[config.mk]
export PLATFORM = sky130hd
export DESIGN_NAME = glob_pattern_delimiter_scan
export DESIGN_NICKNAME = d
export VERILOG_FILES = /design/src/gpds_pkg.sv /design/src/gpds_scan_core.sv /design/src/glob_pattern_delimiter_scan.sv
export SDC_FILE = /design/constraint.sdc
export NUM_CORES = 1
export LEC_CHECK = 0
export BUFFER_PORTS_ARGS = -buffer_cell sky130_fd_sc_hd__buf_4
export CAP_MARGIN = 20
export CORE_MARGIN = 2
export CORE_UTILIZATION = 35
export DETAILED_ROUTE_END_ITERATION = 10
export PLACE_DENSITY_LB_ADDON = 0.2
export SYNTH_ARGS = -nofsm -noshare
export SYNTH_HDL_FRONTEND = slang
export SYNTH_SLANG_ARGS = --single-unit
export TNS_END_PERCENT = 50
[constraint.sdc]
create_clock -name clk -period 4.7 [get_ports clk]
set_clock_uncertainty 0.05 [all_clocks]
set_input_delay 0.235 -clock clk [delete_from_list [all_inputs] [get_ports clk]]
set_output_delay 0.235 -clock clk [all_outputs]
set_load 0.02 [all_outputs]
[src/gpds_pkg.sv]
package gpds_pkg;

	localparam int CH_W     = 8;
	localparam int STATUS_W = 3;
	localparam int POS_W    = 17;
	localparam int CFG_W    = 1;

	localparam logic [CH_W-1:0] CH_NUL       = 8'h00;
	localparam logic [CH_W-1:0] CH_BACKSLASH = 8'h5C;
	localparam logic [CH_W-1:0] CH_LBRACKET  = 8'h5B;
	localparam logic [CH_W-1:0] CH_RBRACKET  = 8'h5D;
	localparam logic [CH_W-1:0] CH_LPAREN    = 8'h28;
	localparam logic [CH_W-1:0] CH_RPAREN    = 8'h29;
	localparam logic [CH_W-1:0] CH_BAR       = 8'h7C;
	localparam logic [CH_W-1:0] CH_COLON     = 8'h3A;
	localparam logic [CH_W-1:0] CH_DOT       = 8'h2E;
	localparam logic [CH_W-1:0] CH_EQUAL     = 8'h3D;

	// Configuration register indexes.
	localparam logic CFG_DELIM_IS_BAR = 1'b0;
	localparam logic CFG_NO_ESCAPE    = 1'b1;

	typedef enum logic [5:0] {
		MODE_NORMAL     = 6'b000001,
		MODE_BRACKET    = 6'b000010,
		MODE_BRACKET_LB = 6'b000100,
		MODE_SUB        = 6'b001000,
		MODE_SKIP_AFTER = 6'b010000,
		MODE_DONE       = 6'b100000
	} mode_t;

	typedef enum logic [STATUS_W-1:0] {
		ST_CONT    = 3'd0,
		ST_FOUND   = 3'd1,
		ST_LIMIT   = 3'd2,
		ST_NOMATCH = 3'd3,
		ST_IGNORED = 3'd4
	} status_t;

	typedef struct packed {
		logic [CH_W-1:0] ch;
		logic            at_limit;
		logic            first_char;
	} item_t;

	typedef struct packed {
		status_t          status;
		logic [POS_W-1:0] position;
	} result_t;

	typedef struct packed {
		logic delim_is_bar;
		logic no_escape;
	} cfg_t;

endpackage

[src/gpds_scan_core.sv]
module gpds_scan_core #(
	parameter int MAX_PATTERN_LEN = 65536,
	parameter int MAX_PAREN_DEPTH = 255
) (
	input  logic             clk,
	input  logic             arst_n,
	input  logic             go,
	input  gpds_pkg::item_t  item,
	input  gpds_pkg::cfg_t   cfg,
	output gpds_pkg::result_t res
);
	import gpds_pkg::*;

	localparam int IDX_W   = $clog2(MAX_PATTERN_LEN);
	localparam int DEPTH_W = $clog2(MAX_PAREN_DEPTH + 1);
	localparam int SUM_W   = ((IDX_W > POS_W) ? IDX_W : POS_W) + 1;
	localparam logic [IDX_W-1:0]   IDX_MAX   = IDX_W'(MAX_PATTERN_LEN - 1);
	localparam logic [DEPTH_W-1:0] DEPTH_MAX = DEPTH_W'(MAX_PAREN_DEPTH);

	mode_t              mode_q, mode_n;
	logic               escape_q, escape_n;
	logic [DEPTH_W-1:0] depth_q, depth_n;
	logic [IDX_W-1:0]   idx_q, idx_n;

	always_comb begin
		mode_t            m;
		logic             esc;
		logic [DEPTH_W-1:0] dep;
		logic [IDX_W-1:0] idx;
		logic             do_plain;
		logic [SUM_W-1:0] next_pos;
		status_t          st;
		logic [POS_W-1:0] pos;

		// A new scan starts from a cleared state.
		if (item.first_char) begin
			m   = MODE_NORMAL;
			esc = 1'b0;
			dep = '0;
			idx = '0;
		end else begin
			m   = mode_q;
			esc = escape_q;
			dep = depth_q;
			idx = idx_q;
		end
		do_plain = 1'b0;
		st       = ST_CONT;
		pos      = '0;
		next_pos = SUM_W'(idx) + SUM_W'(1);

		if (item.first_char && item.at_limit) begin
			m  = MODE_DONE;
			st = ST_NOMATCH;
		end else if (m == MODE_DONE) begin
			st = ST_IGNORED;
		end else begin
			if (item.ch == CH_NUL) begin
				st = ST_NOMATCH;
			end else if (item.at_limit) begin
				st  = ST_LIMIT;
				pos = POS_W'(idx);
			end else begin
				unique case (m)
					MODE_SKIP_AFTER: m = MODE_BRACKET;
					MODE_SUB: begin
						if (item.ch == CH_RBRACKET)
							m = MODE_SKIP_AFTER;
					end
					MODE_BRACKET_LB: begin
						if (item.ch == CH_COLON || item.ch == CH_DOT ||
						    item.ch == CH_EQUAL) begin
							m = MODE_SUB;
						end else begin
							m        = MODE_BRACKET;
							do_plain = 1'b1;
						end
					end
					MODE_NORMAL, MODE_BRACKET: do_plain = 1'b1;
					default: begin
						m        = MODE_NORMAL;
						do_plain = 1'b1;
					end
				endcase
			end

			// Escape, bracket, parenthesis and bar delimiter handling shared by normal and bracket text.
			if (do_plain) begin
				if (esc) begin
					esc = 1'b0;
				end else if (item.ch == CH_BACKSLASH && !cfg.no_escape) begin
					esc = 1'b1;
				end else if (m == MODE_BRACKET) begin
					if (item.ch == CH_LBRACKET)
						m = MODE_BRACKET_LB;
					else if (item.ch == CH_RBRACKET)
						m = MODE_NORMAL;
				end else if (item.ch == CH_LBRACKET) begin
					m = MODE_BRACKET;
				end else if (item.ch == CH_LPAREN) begin
					if (dep < DEPTH_MAX)
						dep = dep + DEPTH_W'(1);
				end else if (item.ch == CH_RPAREN) begin
					if (dep == '0) begin
						st  = ST_FOUND;
						pos = next_pos[POS_W-1:0];
					end else begin
						dep = dep - DEPTH_W'(1);
					end
				end else if (item.ch == CH_BAR && dep == '0 && cfg.delim_is_bar) begin
					st  = ST_FOUND;
					pos = next_pos[POS_W-1:0];
				end
			end

			if (st != ST_CONT)
				m = MODE_DONE;
			else if (idx < IDX_MAX)
				idx = idx + IDX_W'(1);
		end

		mode_n       = m;
		escape_n     = esc;
		depth_n      = dep;
		idx_n        = idx;
		res.status   = st;
		res.position = pos;
	end

	always_ff @(posedge clk or negedge arst_n) begin
		if (!arst_n) begin
			mode_q   <= MODE_NORMAL;
			escape_q <= 1'b0;
			depth_q  <= '0;
			idx_q    <= '0;
		end else if (go) begin
			mode_q   <= mode_n;
			escape_q <= escape_n;
			depth_q  <= depth_n;
			idx_q    <= idx_n;
		end
	end

	a_finish_is_done: assert property (@(posedge clk) disable iff (!arst_n)
		go && res.status != ST_CONT |=> mode_q == MODE_DONE)
		else $error("scan did not finish after a final status");

	a_escape_mode: assert property (@(posedge clk) disable iff (!arst_n)
		escape_q |-> (mode_q != MODE_SUB && mode_q != MODE_SKIP_AFTER &&
		              mode_q != MODE_BRACKET_LB))
		else $error("escape pending inside a sub-bracket");

	a_depth_bound: assert property (@(posedge clk) disable iff (!arst_n)
		depth_q <= DEPTH_MAX)
		else $error("paren depth above its limit");

	a_ignored_holds: assert property (@(posedge clk) disable iff (!arst_n)
		go && res.status == ST_IGNORED |=> $stable(idx_q) && $stable(depth_q))
		else $error("ignored item changed scan state");

endmodule

[src/glob_pattern_delimiter_scan.sv]
// Channel  Dir  Fields (lowest bit up)
// s_*      in   tdata: ch[7:0]; tuser: at_limit, first_char
// m_*      out  tdata: position[16:0], zero fill to 24 bits; tuser: status[2:0]
// cfg_*    in   index 0 delim_is_bar, index 1 no_escape; data bit 0
//
// Throughput is one item per clock while the result register is not stalled.
// The item is captured in an input register, then the update of the scan
// state (mode, escape, paren depth, index) writes the result register.
// That state update loop sets the rate.
// arst_n clears the scan state, both configuration registers and all valid flags.
// A stalled result register holds the item in the input register, and
// s_tready drops only while both registers are full and m_tready is low.
module glob_pattern_delimiter_scan #(
	parameter int MAX_PATTERN_LEN = 65536,
	parameter int MAX_PAREN_DEPTH = 255
) (
	input  logic        clk,
	input  logic        arst_n,
	input  logic        s_tvalid,
	output logic        s_tready,
	input  logic [7:0]  s_tdata,   // ch[7:0]
	input  logic [1:0]  s_tuser,   // [0] at_limit, [1] first_char
	output logic        m_tvalid,
	input  logic        m_tready,
	output logic [23:0] m_tdata,   // position[16:0], upper bits zero
	output logic [2:0]  m_tuser,   // status[2:0]
	input  logic        cfg_we,
	input  logic        cfg_index,
	input  logic [gpds_pkg::CFG_W-1:0] cfg_data
);
	import gpds_pkg::*;

	logic    in_valid_s1;
	item_t   in_item_s1;
	logic    out_valid_q;
	result_t out_res_q;
	result_t res;
	cfg_t    cfg_q;
	logic    advance;
	logic    go;

	// The result register frees up when it is empty or its item is taken,
	// and the input register feeds the core whenever the result register frees up.
	assign advance  = !out_valid_q || m_tready;
	assign go       = in_valid_s1 && advance;
	assign s_tready = !in_valid_s1 || advance;

	always_ff @(posedge clk or negedge arst_n) begin
		if (!arst_n) begin
			cfg_q <= '0;
		end else if (cfg_we) begin
			unique case (cfg_index)
				CFG_DELIM_IS_BAR: cfg_q.delim_is_bar <= cfg_data[0];
				CFG_NO_ESCAPE:    cfg_q.no_escape    <= cfg_data[0];
				default:          cfg_q              <= cfg_q;
			endcase
		end
	end

	always_ff @(posedge clk or negedge arst_n) begin
		if (!arst_n)
			in_valid_s1 <= 1'b0;
		else if (s_tready)
			in_valid_s1 <= s_tvalid;
	end

	always_ff @(posedge clk) begin
		if (s_tvalid && s_tready) begin
			in_item_s1.ch         <= s_tdata;
			in_item_s1.at_limit   <= s_tuser[0];
			in_item_s1.first_char <= s_tuser[1];
		end
	end

	gpds_scan_core #(
		.MAX_PATTERN_LEN(MAX_PATTERN_LEN),
		.MAX_PAREN_DEPTH(MAX_PAREN_DEPTH)
	) u_core (
		.clk   (clk),
		.arst_n(arst_n),
		.go    (go),
		.item  (in_item_s1),
		.cfg   (cfg_q),
		.res   (res)
	);

	always_ff @(posedge clk or negedge arst_n) begin
		if (!arst_n)
			out_valid_q <= 1'b0;
		else if (advance)
			out_valid_q <= go;
	end

	always_ff @(posedge clk) begin
		if (go)
			out_res_q <= res;
	end

	assign m_tvalid = out_valid_q;
	assign m_tdata  = {7'd0, out_res_q.position};
	assign m_tuser  = out_res_q.status;

endmodule

==> flow_summary.yaml <==
die:
  rows: 39
  core_area_mm2: 0.0116
  die_y_um: 113
  ios: 46
  fp.dieW_um: 113
  die_area_mm2: 0.0129
  start_util_pct: 36.3
drt:
  drtIter0Drc: 211
  first_pass_iters: 7
  wl_met2_um: 5580
  remaining_drc_errors: 0
  via_count: 3750
  top_layer_used: "met4"
  routedWlPerCell_um: 18.4
  met3_length_um: 737
  wl_um: 11600
  viasPerCell: 5.93
  ant_nets: 0
  wl_met1_um: 5100
cells_and_area:
  final_cell_mix: "buf_4 (45), nand2_1 (43), dfrtp_1 (34)"
  diodes: 0
  drive_above_1_share_pct: 16.4
  final_core_util_pct: 42.6
  instances_no_fill: 632
  syn2layout_area_growth_pct: 17.5
  final_common_cell: "buf_4"
  layout.nets: 505
sta:
  setup-tns-final_ns: 0
  rsz0062_at_grt: "no"
  worstMarginPinSlew_ns: 0.956
  setup_ws_ns: 1.14
  fin_crit_sh_pct: 75.7
  hold_viol: 0
  worst_hold_slack_ns: 0.0198
  slew_headroom_pct: 36.2
  fmax_ghz: 0.281
  layout_min_cycle_time_ns: 3.56
  drv_slew: 0
  setup_viol: 0
placed_design:
  io_buffers: 38
  globalplace.congestion: 0.872
  dp_hpwl_um: 8160
  dp.cells: 615
  place_ws_ns: 1.22
critical_path:
  rrSetupSlack_ns: 1.14
  crit_fanout: 7
  ff2ff_path_depth: 8
  rr_startpoint: "in_item_s1[0]"
  critical_path_class: "flop to flop"
  cp-end-kind: "flop"
  crit_required_ns: 4.79
  crit_arrival_ns: 3.65
  regToRegEndpoint: "m_tdata[4]"
  setup.worst_path.start_class: "flop"
pwr:
  switching_share_pct: 30.4
  p_leak_nw: 1.86
  p_int_mw: 1.34
  p_per_area_mw_per_mm2: 391
  power_frac_clock_pct: 40.7
  switching_power_mw: 0.585
  combinationalPowerShare_pct: 19.6
  peakVddDrop_v: 0.000170
  p_seq_share_pct: 39.7
synth:
  synth.top_cell.area_share_pct: 21.5
  synth_compound_area_share_pct: 21.4
  synthMuxAreaShare_pct: 1.28
  synth_top_family_by_area: "simple AND/OR/NAND/NOR gates"
  synthCells: 455
  synth_adder_area_share_pct: 1.19
  synth-xor-area-share_pct: 1.46
  synthSimpleGateAreaFrac_pct: 27.4
  netlist_area_mm2: 0.00419
  synth_edf_count: 30
  yosys_warnings: 0
  seq_area_frac_synth_pct: 42.4
  synth-async-reset-ratio_pct: 53.8
  synth_cell_types: 76
  ys_ff_latch: 65
  synthFlopType: "dfrtp_1"
  yosysTopAreaCell: "edfxtp_1"
  netlist_top_cells_area: "edfxtp_1 (21%), dfrtp_1 (20%), nand2_1 (3.8%)"
  avgSynthCellArea_um2: 9.21
min_path:
  min_path_cells: 1
  whs_endpoint: "in_item_s1[1]"
  hold_path.class: "input pin to flop"
  hold_start: "s_tuser[0]"
clock_tree:
  clk_path_buf_depth: 2
  postCtsSetupRepairBufs: 0
  clock-sinks: 65
  cts_tree: "yes"
  cts-resized-gates: 0
  cts_max_level: 3
  cts-root-buf: "clkbuf_16"
  clk_pin_slew_ns: 0.06
  clk_latency_ns: 0.34
  numCtsBuffers: 9
grt:
  grt_pass1_vias: 3797
  grt_pass1_wl_um: 19200
  grt_max_degree: 36
  grt-ovfl-total: 0
  antenna_found_initial: 0
  grt_usage_pct: 18.9
outcome:
  status: "complete, no violations"
job:
  cap_viol_max_count: 0
==> final cells by class <==
| cell class | count | area, um^2 |
|---|---|---|
| fillers | 1112 | 6640 |
| multi-input cells | 353 | 2250 |
| inverters | 9 | 33.8 |
| clock buffers | 9 | 225 |
| clock inverters | 7 | 116 |
| repair buffers | 46 | 348 |
| well taps | 143 | 179 |
| flip-flops and latches | 65 | 1780 |
==> layer usage <==
metal	vias up	GRT usage, %
li1	1783	-
met1	1796	24.3
met2	150	31.9
met3	21	3.56
met4	0	6.75
met5	-	0
==> stage by stage <==
step                      total power, mW  area (um^2)
after floorplan                      1.02         4220
after global placement               1.14         4570
after detailed placement             1.14         4570
after CTS                            1.93         4930
after global routing                 2.02         4930
final                                1.92         4930
==> worst max-delay path by stage <==
stage                             start              end  slack [ns]  depth (start not counted)
final                     in_item_s1[0]       m_tdata[4]        1.14                          8
after global routing      in_item_s1[0]       m_tdata[3]        0.93                          8
after CTS                 in_item_s1[0]       m_tdata[3]        1.20                          8
after detailed placement  in_item_s1[0]       m_tdata[3]        1.22                          8
after global placement    in_item_s1[0]       m_tdata[3]        1.20                          8
after floorplan           in_item_s1[0]  u_core.idx_q[8]        1.06                         13
==> cells in the mapped netlist, types with 5 or more instances <==
library cell and instances:
a21oi_1 16, a22o_1 5, a31oi_1 10, and2_1 7, and3_1 12, buf_4 7
clkbuf_1 21, dfrtp_1 34, edfxtp_1 30, inv_1 7, nand2_1 43, nand2b_1 6
nand3_1 24, nand3b_1 5, nand4_1 6, nor2_1 33, nor2b_1 20, nor3_1 16
nor4_1 7, o211ai_1 8, o21ai_0 21, o21ai_1 5, o311ai_0 5, o31ai_1 12
==> critical path, cell delays in order, from the launching register on <==
cell and delay, ns:
edfxtp_1 0.48, or4_4 0.62, nor4b_2 0.28, and3_1 0.31, o22a_1 0.36, o31ai_2 0.19
nor2_2 0.26, nand3_1 0.38, o31ai_1 0.42
==> logic make-up after synthesis <==
group           count (synthesis)
compound gates                121
other cells                     1
mux                             5
xor+xnor                        7
simple gates                  209
buf+inv                        43
fa+ha+maj                       4
flops                          65
==> sequential cells by signal, summed over array words and instances, names as in the netlist <==
register	count
m_tvalid	1
u_core.idx_q	16
cfg_q	2
in_item_s1	10
u_core.mode_q	6
in_valid_s1	1
m_tuser	3
u_core.escape_q	1
m_tdata	17
u_core.depth_q	8
==> timing repair <==
item                                   CTS  global route
hold buffers                             1             0
setup endpoints to repair                0             0
endpoints found under the hold margin   34             0
==> power by group through the flow <==
stage	Sequential [mW]	Combinational, mW	Clock (mW)
after floorplan	0.746	0.278	0
after global placement	0.770	0.369	0
after detailed placement	0.771	0.373	0
after CTS	0.761	0.376	0.794
after global routing	0.778	0.419	0.819
final	0.764	0.377	0.783
No activity file was read; power rests on OpenSTA's default activity.
